## config.mk

```make
export PLATFORM = sky130hd
export DESIGN_NAME = mmr_cmd_fifo
export DESIGN_NICKNAME = d
export VERILOG_FILES = /design/src/rtl/core/mmr_pkg.sv /design/src/rtl/core/mmr_cmd_fifo.sv
export SDC_FILE = /design/constraint.sdc
export NUM_CORES = 1
export LEC_CHECK = 0
export ABC_AREA = 1
export BUFFER_PORTS_ARGS = -buffer_cell sky130_fd_sc_hd__buf_2
export CORE_MARGIN = 1.5
export CORE_UTILIZATION = 38
export DETAILED_ROUTE_END_ITERATION = 8
export SYNTH_ARGS = -nofsm -noshare
export SYNTH_HDL_FRONTEND = slang
export SYNTH_SLANG_ARGS = --single-unit
```

## constraint.sdc

```tcl
create_clock -name clk -period 1.8 [get_ports clk]
set_input_delay 0.27 -clock clk [delete_from_list [all_inputs] [get_ports clk]]
set_output_delay 0.27 -clock clk [all_outputs]
set_load 0.01 [all_outputs]
```

## src/rtl/core/mmr_pkg.sv

```systemverilog
// Shared types and constants of the matrix multiply row engine.
package mmr_pkg;

  localparam int IDX_W    = 6;
  localparam int ELEM_W   = 16;
  localparam int PROD_W   = 38;
  localparam int SIZE_W   = 7;
  localparam int SIZE_CAP = 64;

  localparam int FIFO_DEPTH = 4;
  localparam int FIFO_PTR_W = $clog2(FIFO_DEPTH);
  localparam int FIFO_CNT_W = $clog2(FIFO_DEPTH + 1);

  localparam logic [1:0] OP_WRITE_A = 2'd0;
  localparam logic [1:0] OP_WRITE_B = 2'd1;
  localparam logic [1:0] OP_ROW     = 2'd2;

  typedef enum logic [1:0] {
    CMD_WRITE_A,
    CMD_WRITE_B,
    CMD_ROW,
    CMD_BAD_ROW
  } cmd_kind_t;

  typedef struct packed {
    cmd_kind_t                  kind;
    logic [IDX_W-1:0]           row;
    logic [IDX_W-1:0]           col;
    logic signed [ELEM_W-1:0]   elem;
  } cmd_t;

endpackage

```

## src/rtl/core/mmr_cmd_fifo.sv

```systemverilog
// Short command queue between the request decoder and the compute back end.
module mmr_cmd_fifo (
  input  logic          clk,
  input  logic          rst_n,
  input  logic          push,
  input  mmr_pkg::cmd_t push_cmd,
  output logic          full,
  output logic          head_valid,
  output mmr_pkg::cmd_t head_cmd,
  input  logic          pop
);
  import mmr_pkg::*;

  cmd_t                  slot_r [FIFO_DEPTH];
  logic [FIFO_PTR_W-1:0] wptr_r;
  logic [FIFO_PTR_W-1:0] rptr_r;
  logic [FIFO_CNT_W-1:0] count_r;

  assign full       = (count_r == FIFO_CNT_W'(FIFO_DEPTH));
  assign head_valid = (count_r != '0);
  assign head_cmd   = slot_r[rptr_r];

  always_ff @(posedge clk) begin
    if (push) begin
      slot_r[wptr_r] <= push_cmd;
    end
  end

  always_ff @(posedge clk) begin
    if (!rst_n) begin
      wptr_r  <= '0;
      rptr_r  <= '0;
      count_r <= '0;
    end else begin
      if (push) begin
        wptr_r <= wptr_r + FIFO_PTR_W'(1);
      end
      if (pop) begin
        rptr_r <= rptr_r + FIFO_PTR_W'(1);
      end
      if (push && !pop) begin
        count_r <= count_r + FIFO_CNT_W'(1);
      end else if (pop && !push) begin
        count_r <= count_r - FIFO_CNT_W'(1);
      end
    end
  end

endmodule

```

==> flow_summary.toml <==
[placed_design]
placed_cell_area_um2 = 5441
port_buffers = 65
dp.cells = 581
globalplace.congestion = 0.7142
dpl.hpwl_um = 5852

[logic_synthesis]
synthTopCellsByCount = "edfxtp_1 (120), nor2_1 (66), o21ai_0 (36), o21ai_1 (30), o22ai_1 (30)"
yosysTopAreaCellShare = 0.7291
syn_nets = 390
yosysMostFrequentCell = "edfxtp_1"
yosys_warnings = 0
synth_edf_count = 120
synthTopCellsByArea = "edfxtp_1 (73%), nor2_1 (5.0%), o22ai_1 (3.8%), dfxtp_1 (3.6%), o21ai_0 (3.6%)"
avgSynthCellArea_um2 = 14.12
ys_types = 18
ys_ff_latch = 129
syn_area_um2 = 4942
synth_area_leader_cell = "edfxtp_1"
yosysSeqAreaShare = 0.7656
synth_flop_cell = "edfxtp_1"
synthCells = 350
async_reset_ff_frac = 0

[clocking]
numCtsBuffers = 17
cts.sink_count = 129
clk_path_buf_depth = 2
root_buffer = "clkbuf_16"
clk-insertion-delay-late_ns = 0.40
clkSlewWorstSetupHoldPaths_ns = 0.05
htree_levels = 4
cts_tree = "yes"
ctsHoldBuffers = 0

[sta]
timing.hold.ws_ns = 0.08072
finalClockSkew_ns = 0.008243
hold_viol_final = 0
max_slew.worst_pin.slew_ns = 0.2716
relSlewSlack = 0.8189
drv_slew = 0
layout_min_cycle_time_ns = 1.796
finalCritPeriodShare = 0.9978
maxClockFrequency_ghz = 0.5568
rsz0062_at_grt = "yes"
setup_violations = 0

[worst_setup_path]
worstPathMaxFanout = 60
crit_slowest_cell = "dfxtp_4"
worstPathCellList = "buf_12 > clkinv_16 > o21ai_1 > o22ai_2 > buf_2"
critPathCaptureType = "primary output"
critPathArrivalTime_ns = 1.53
cpPeakStageDelay_ns = 0.37
critPathTopFamily = "buffers and inverters"
required_ns = 1.53
path_class = "register to primary output"
path_buf_inv = 3
startpoint_type = "register"

[route]
wl_um = 10510
vias = 3023
wire_per_inst_um = 16.99
first_pass_iters = 4
ant_nets = 0
drc = 0
drt_iter0_markers = 162
routed_via_density = 4.884

[run_status]
status = "completed"

[die]
coreArea_um2 = 12670
die_h_um = 117.0
dieArea_um2 = 13700
start_util = 0.3900
rows = 41
io_pins = 66
fp.dieW_um = 117.0

[grt]
grt_pass1_wl_um = 15130
grt_overflow_total = 0
grt_max_degree = 61
antenna_found_initial = 0
gr-usage-all-layers = 0.1522
grt_pass1_vias = 2952

[power_and_ir_drop]
ir_drop_mv = 0.5192
total_leakage_power_nw = 2.297
powerDensity_nw_per_um2 = 1176

[layout]
nNetsFinal = 475
final-instance-count-excl-fill = 619
area_growth_pct = 26.20
final_area_um2 = 6237
n_antenna_cell = 0
drive_gt1_frac = 0.2662

[hold_path]
hold_class = "input pin to register"

[run]
drv_cap = 0
## per-layer routing
metal | part of all wire | vias to the layer above | track usage
met4 | 0.013 | 0 | 0.05863
li1 | - | 1470 | -
met1 | 0.45 | 1461 | 0.1865
met5 | 0 | - | 0
met2 | 0.49 | 79 | 0.2550
met3 | 0.050 | 13 | 0.04583
## worst paths after layout
| path | startpoint | endpoint | slack (ns) | cells after the start |
|---|---|---|---|---|
| hold / removal | push_cmd[28] | slot_r[0][28] | 0.08 | 1 |
| hold reg to reg | rptr_r[1] | register | 0.44 | 1 |
| setup / recovery | register | head_cmd[12] | 0.004 | 5 |
| setup reg to reg | wptr_r[0] | slot_r[0][5] | 0.47 | 5 |
## timing repair
item | 4_1_cts | 5_1_grt
buffers inserted | 0 | 2
setup endpoints to repair | 30 | 30
pin swaps | 0 | 1
gates resized for setup | 8 | 24
cloned | 1 | 4
## final cells by class
type	instances	area [µm²]
multi-input combinational	185	942.2
tap	172	215.2
timing repair buffer	85	644.4
sequential	129	3791
fill	1124	6434
clock inverter	12	118.9
inverter	17	92.59
clock buffer	19	432.9
## sequential cells by signal, summed over array words and instances (netlist names), named ones only
register / flops
slot_r: 120
count_r: 3
rptr_r: 2
wptr_r: 2
## kinds of logic (layout without fill, tap and decap cells)
group           after synthesis  count (layout)  synth area share
flops                       129             129            0.7656
buf+inv                      36             133           0.04785
compound gates              100             100            0.1089
simple gates                 79              79           0.06101
fa+ha+maj                     6               6           0.01671
## metrics by stage
stage | util | worst slack (ns) | setup TNS [ns] | total power [W]
floorplan | - | 0.2314 | 0 | 0.003900
global placement | 0.4294 | 0.3293 | 0 | 0.004141
detailed placement | 0.4294 | 0.3091 | 0 | 0.004161
CTS | 0.4781 | -0.06824 | -0.9195 | 0.007352
global route | 0.4922 | -0.06186 | -0.6336 | 0.007617
finish | 0.4922 | 0.003981 | 0 | 0.007337
## power by group
group	switching, W	internal (W)	leakage [nW]
registers	0.0000445	0.00342	1.18
clock network	0.00114	0.00201	0.265
logic	0.000436	0.000291	0.854
## placed cells by master, fill, tap and decap left out, types with 3 or more instances in the layout
cell type,synthesis,layout
clkinv_1,0,3
inv_1,16,15
dfxtp_1,9,7
o22ai_1,30,28
buf_4,3,8
buf_2,6,65
a21oi_1,4,4
o21ai_1,30,40
nand2_1,10,10
ha_1,5,5
buf_12,0,6
o21ai_0,36,24
clkinv_2,0,3
clkbuf_16,0,21
edfxtp_1,120,120
nor2_1,66,66
Note: power is estimated with default switching activity, not from simulation.
