$ cat src/rtl/core/mmr_pkg.sv
// Shared types and constants of the matrix multiply row engine.
package mmr_pkg;

  localparam int IDX_W    = 6;
  localparam int ELEM_W   = 16;
  localparam int PROD_W   = 38;
  localparam int SIZE_W   = 7;
  localparam int SIZE_CAP = 64;

  localparam int FIFO_DEPTH = 4;
  localparam int FIFO_PTR_W = $clog2(FIFO_DEPTH);
  localparam int FIFO_CNT_W = $clog2(FIFO_DEPTH + 1);

  localparam logic [1:0] OP_WRITE_A = 2'd0;
  localparam logic [1:0] OP_WRITE_B = 2'd1;
  localparam logic [1:0] OP_ROW     = 2'd2;

  typedef enum logic [1:0] {
    CMD_WRITE_A,
    CMD_WRITE_B,
    CMD_ROW,
    CMD_BAD_ROW
  } cmd_kind_t;

  typedef struct packed {
    cmd_kind_t                  kind;
    logic [IDX_W-1:0]           row;
    logic [IDX_W-1:0]           col;
    logic signed [ELEM_W-1:0]   elem;
  } cmd_t;

endpackage

$ cat src/rtl/core/mmr_front.sv
// Request decoder that classifies incoming requests into queued commands.
module mmr_front #(
  parameter int MAX_DIM = 64
) (
  input  logic                               in_valid,
  output logic                               in_stall,
  input  logic [1:0]                         in_opcode,
  input  logic [mmr_pkg::IDX_W-1:0]          in_row_index,
  input  logic [mmr_pkg::IDX_W-1:0]          in_col_index,
  input  logic signed [mmr_pkg::ELEM_W-1:0]  in_element,
  input  logic [mmr_pkg::SIZE_W-1:0]         size,
  input  logic                               fifo_full,
  output logic                               push,
  output mmr_pkg::cmd_t                      cmd
);
  import mmr_pkg::*;

  logic in_store;
  logic row_bad;
  logic keep;

  assign in_store = (32'(in_row_index) < MAX_DIM) && (32'(in_col_index) < MAX_DIM);
  assign row_bad  = ({1'b0, in_row_index} >= size);
  assign in_stall = fifo_full;
  assign push     = in_valid && !fifo_full && keep;

  always_comb begin
    cmd.kind = CMD_WRITE_A;
    cmd.row  = in_row_index;
    cmd.col  = in_col_index;
    cmd.elem = in_element;
    keep     = 1'b0;
    case (in_opcode)
      OP_WRITE_A: begin
        cmd.kind = CMD_WRITE_A;
        keep     = in_store;
      end
      OP_WRITE_B: begin
        cmd.kind = CMD_WRITE_B;
        keep     = in_store;
      end
      OP_ROW: begin
        cmd.kind = row_bad ? CMD_BAD_ROW : CMD_ROW;
        keep     = 1'b1;
      end
      default: begin
        keep = 1'b0;
      end
    endcase
  end

endmodule

$ cat config.mk
export PLATFORM = sky130hd
export DESIGN_NAME = mmr_front
export DESIGN_NICKNAME = d
export VERILOG_FILES = /design/src/rtl/core/mmr_pkg.sv /design/src/rtl/core/mmr_front.sv
export SDC_FILE = /design/constraint.sdc
export NUM_CORES = 1
export LEC_CHECK = 0
export BUFFER_PORTS_ARGS = -buffer_cell sky130_fd_sc_hd__buf_2
export CAP_MARGIN = 30
export CELL_PAD_IN_SITES_DETAIL_PLACEMENT = 1
export CELL_PAD_IN_SITES_GLOBAL_PLACEMENT = 2
export CORE_ASPECT_RATIO = 0.75
export CORE_MARGIN = 3
export CORE_UTILIZATION = 12
export DETAILED_ROUTE_END_ITERATION = 12
export GPL_TIMING_DRIVEN = 0
export PLACE_DENSITY_LB_ADDON = 0.1
export SYNTH_ARGS = -nofsm -noshare
export SYNTH_HDL_FRONTEND = slang
export SYNTH_SLANG_ARGS = --single-unit
$ cat constraint.sdc
create_clock -name vclk -period 2.12
set_input_delay 0.53 -clock vclk [all_inputs]
set_output_delay 0.53 -clock vclk [all_outputs]
set_load 0.02 [all_outputs]
==> results of run 1 <==
[power groups by stage]
stage	Sequential [mW]	Clock (mW)	Combinational, mW
after floorplan	0	0	0.113
after global placement	0	0	0.164
after detailed placement	0	0	0.166
after CTS	0	0	0.183
after global routing	0	0	0.213
final	0	0	0.193
[stage by stage]
stage | worst slack, ns | instance area (µm²) | setup TNS, ns | hold slack [ns]
after global routing | -0.0425 | 888 | -0.0425 | 1.28
after floorplan | 0.139 | 449 | 0 | 1.14
after global placement | -0.116 | 757 | -0.116 | 1.28
after detailed placement | -0.129 | 757 | -0.129 | 1.28
after CTS | -0.0183 | 828 | -0.0183 | 1.28
final | 0.0154 | 888 | 0 | 1.28
[area by class of cell]
cell class / count / area, µm²
tap: 50 / 62.6
multi-input combinational: 19 / 279
timing repair buffer: 49 / 293
inverter: 9 / 36.3
fill: 434 / 2530
buffer: 29 / 218
[layer usage]
| metal | wire, µm | GRT usage |
|---|---|---|
| met1 | 466 | 0.0679 |
| met2 | 605 | 0.0901 |
| met3 | 146 | 0.0107 |
| met4 | 0 | 0 |
| met5 | 0 | 0 |
[cells in the final DEF (no fill, tap or decap)]
master | synthesis | layout
inv_2 | 0 | 3
a21oi_1 | 1 | 1
buf_6 | 0 | 4
buf_2 | 0 | 42
a21o_1 | 1 | 1
ha_1 | 10 | 5
inv_4 | 0 | 1
inv_1 | 9 | 5
nor3_2 | 0 | 1
o21a_1 | 1 | 1
ha_4 | 0 | 5
buf_4 | 29 | 30
a211oi_2 | 1 | 2
buf_8 | 0 | 2
o2111ai_2 | 0 | 1
nand2b_4 | 0 | 1
nor3b_1 | 1 | 1
[worst min path at each step]
stage	from	endpoint	slack, ns
finish	in_element[8]	cmd[8]	1.28
global route	in_element[15]	cmd[15]	1.28
CTS	in_element[8]	cmd[8]	1.28
detailed placement	in_element[8]	cmd[8]	1.28
global placement	in_col_index[4]	cmd[20]	1.28
floorplan	fifo_full	push	1.14
[kinds of logic (layout without fill, tap and decap cells)]
logic type | Yosys count | in the layout | synth area share
buffers and inverters | 38 | 87 | 0.566
adders and majority gates | 10 | 10 | 0.282
AOI/OAI and AO/OA | 6 | 6 | 0.110
and+or+nand+nor | 3 | 3 | 0.0423
[critical path, cell delays in order]
cell and delay, ns:
buf_6 0.09, inv_2 0.05, ha_4 0.20, a21o_1 0.16, a211oi_2 0.17, o21a_1 0.16, nor3_2 0.05, buf_4 0.15
[what timing repair did]
action | CTS | global route
gates cloned | 0 | 0
endpoints found under the setup margin | 1 | 1
pin swaps | 6 | 5
resized for setup | 12 | 12
==> out/metrics.cfg, run 1 <==
[synth]
synth_top_area_frac = 0.490
synth_top_area_cell = buf_4
ys_top_cells_by_count = buf_4 (29), ha_1 (10), inv_1 (9)
syn_inst = 57
ys_warn_count = 0
synth_area_per_cell_um2 = 7.79
yosys-top-cells-area = buf_4 (49%), ha_1 (28%), inv_1 (7.6%)
synth_area_um2 = 444
synth_cell_type_count = 12
synth.most_common_cell = buf_4
syn_nets = 106
synth_seq_area_share = 0

[sta]
rsz0062_at_grt = yes
slew_violations = 0
relSlewSlack = 0.895
final.period_utilization = 0.993
finalCriticalPeriod_ns = 2.10
worst_slew_pin_slew_ns = 0.157
setup-violations-final = 0
max_freq_ghz = 0.475
hold_viol_final = 0

[die]
placementRows = 18
dieWidth_um = 76.3
die_area_um2 = 4480
io_pins = 71
coreArea_um2 = 3420
die_h_um = 58.7
initial_utilization = 0.130

[clock_network]
post_cts_buffers = 0
hold_buffers = 0

[power_and_ir_drop]
pwr-share-clk = 0
p_leak_nw = 0.501
p_int_mw = 0.104
finalPower_mw = 0.193
power.share.switching = 0.464
comb_power_share = 1.000
powerDensity_nw_per_um2 = 218
power_frac_seq = 0
p_sw_mw = 0.0897
ir_drop_mv = 0.0607

[detailed_routing]
dr.pass1.iters = 2
first_iter_violations = 2
viasPerCell = 3.20
vias = 499
wire_per_inst_um = 7.81
routed_wl_um = 1220
ant_nets = 0
drc = 0

[placement]
dp_cells = 156
place_congestion = 0.563
post-dp-hpwl_um = 1160
io_buffers = 49

[worst_hold_path]
holdPathStages = 2
hold_class = in -> out

[setup_path]
end_kind = output pin
endpoint = cmd[28]
cp_max_fo = 2
criticalPathCategory = in -> out
crit_path_start = size[4]
crit_required_ns = 1.59
startpoint_type = primary input
worstPathArrival_ns = 1.57

[finish]
clockBufferCount = 0
finalNetCount = 157
seq_cells = 0
antennaDiodeCount = 0
final_util = 0.260
fin_cells = 156
seq_area_um2 = 0
drive_gt1_frac = 0.868
area_delta_synth_final_pct = 100

[global_route]
grt_pass1_wl_um = 2000
grt_max_degree = 5
antenna_found_initial = 0
first_global_vias = 491
grtUsageTotal = 0.0507
grt_overflow = 0

[outcome]
status = finished clean

[flow_run]
maxCapViolCount = 0

Note: power is estimated with default switching activity, not from simulation.
==> run 2, diff against run 1 <==
- ABC_AREA: unset -> 1
==> run 2 against run 1 <==
Total power up 1.9%. Sequential share of layout area stayed put. Critical path depth is 1 higher.
==> out/metrics.cfg, run 2 <==
[outcome]
status = finished clean

[detailed_routing]
wl_met2_um = 679
vias = 549
first_iter_violations = 1
dr.max_layer_used = met3
wire_per_inst_um = 7.84
wl_met3_um = 192
drc = 0
dr.pass1.iters = 2
wirelength_met1_um = 467
viasPerCell = 3.21
ant_nets = 0
routed_wl_um = 1340

[synth]
synth_area_um2 = 480
synth_area_per_cell_um2 = 6.86
ys_top_cells_by_count = buf_4 (29), inv_1 (14), ha_1 (10), nand2_1 (10)
yosys-top-cells-area = buf_4 (45%), ha_1 (26%), inv_1 (11%)
synth_cell_type_count = 9
synth_seq_area_share = 0
syn_inst = 70
syn_nets = 119
synth_top_area_cell = buf_4
synth_top_area_frac = 0.453
synth.most_common_cell = buf_4
ys_warn_count = 0

[clock_network]
hold_buffers = 0
cts_resized = 0
post_cts_buffers = 0

[finish]
seq_area_um2 = 0
finalNetCount = 170
drive_gt1_frac = 0.798
area_delta_synth_final_pct = 89.3
antennaDiodeCount = 0
seq_cells = 0
clockBufferCount = 0
mostFrequentLayoutCells = buf_2 (41), buf_4 (30), nand2_1 (8), inv_1 (7)
layout_commonest_cell = buf_2

[setup_path]
max_stage_delay_ns = 0.27
worstPathArrival_ns = 1.53
cp_max_fo = 2
end_kind = output pin
cp_slowest_cell = ha_4
crit_required_ns = 1.59
criticalPathCategory = in -> out
crit_top_cell = nand2_1
crit_chain = buf_8 -> ha_4 -> nand2_4 -> nor3_2 -> nand2_1 -> nand2_1 -> nand2_1 -> a21oi_2 -> buf_6
startpoint_type = primary input

[die]
placementRows = 19
dieWidth_um = 79.1
die_area_um2 = 4810
initial_utilization = 0.128
coreArea_um2 = 3760
io_pins = 71
die_h_um = 60.8

[sta]
max_freq_ghz = 0.485
worst_slew_pin_slew_ns = 0.150
finalCriticalPeriod_ns = 2.06
slew_violations = 0
relSlewSlack = 0.900
setup-violations-final = 0
final.period_utilization = 0.972
rsz0062_at_grt = yes
setup_slack_ns = 0.0599
hold_viol_final = 0

[worst_hold_path]
holdPathStages = 2
hold_end = cmd[17]
hold_class = in -> out
min_from = in_col_index[1]

[global_route]
grt_pass1_wl_um = 1880
grtUsageTotal = 0.0456
antenna_found_initial = 0
first_global_vias = 476
grt_overflow = 0
grt_max_degree = 5

[placement]
place_congestion = 0.577
pre_cts_slack_ns = 0.0187
post-dp-hpwl_um = 1290
io_buffers = 49

[power_and_ir_drop]
p_leak_nw = 0.534
ir_drop_mv = 0.0543
finalPower_mw = 0.197
powerDensity_nw_per_um2 = 217

[flow_run]
maxCapViolCount = 0

## run 2: stage by stage
stage	util	setup TNS, ns	cell area (µm²)	std cells	hold WS (ns)
6_report	0.242	0	910	171	1.28
4_1_cts	0.211	0	791	171	1.28
5_1_grt	0.242	-0.0280	910	171	1.28
3_5_place_dp	0.211	0	791	171	1.28
2_1_floorplan	-	0	480	70	1.14
3_3_place_gp	0.211	0	791	171	1.28
## run 2: worst max-delay path by stage
stage,start,endpoint,cells after the start
global placement,in_row_index[4],cmd[28],9
detailed placement,in_row_index[4],cmd[28],9
finish,in_row_index[4],cmd[28],9
CTS,in_row_index[5],cmd[28],9
floorplan,size[5],cmd[28],8
global route,in_row_index[4],cmd[28],9
## run 2: logic make-up after synthesis
family	after synthesis	share of synthesized area
adder cells (fa/ha/maj)	10	0.260
AO/OA/AOI/OAI	3	0.0469
AND/OR/NAND/NOR	14	0.130
buffers and inverters	43	0.563
## run 2: power by group
part           internal [mW]  switching [mW]
Sequential                 0               0
Combinational          0.102          0.0955
Clock                      0               0
## run 2: worst max-delay path: cells and delay by family
kind	cells	cell delay, ns
adders and majority gates	1	0.27
and+or+nand+nor	5	0.35
AOI/OAI and AO/OA	1	0.15
buffers and inverters	2	0.23
## run 2: area by class of cell
cell class                 instances  area (µm²)
fill                             488        2850
inverter                          14        55.1
buffer                            29         218
multi-input combinational         27         273
tap                               52        65.1
timing repair buffer              49         299
## run 2: per-layer routing
layer	vias up	GRT usage
li1	277	-
met1	231	0.0605
met2	41	0.0815
met3	0	0.0104
met4	0	0
met5	-	0
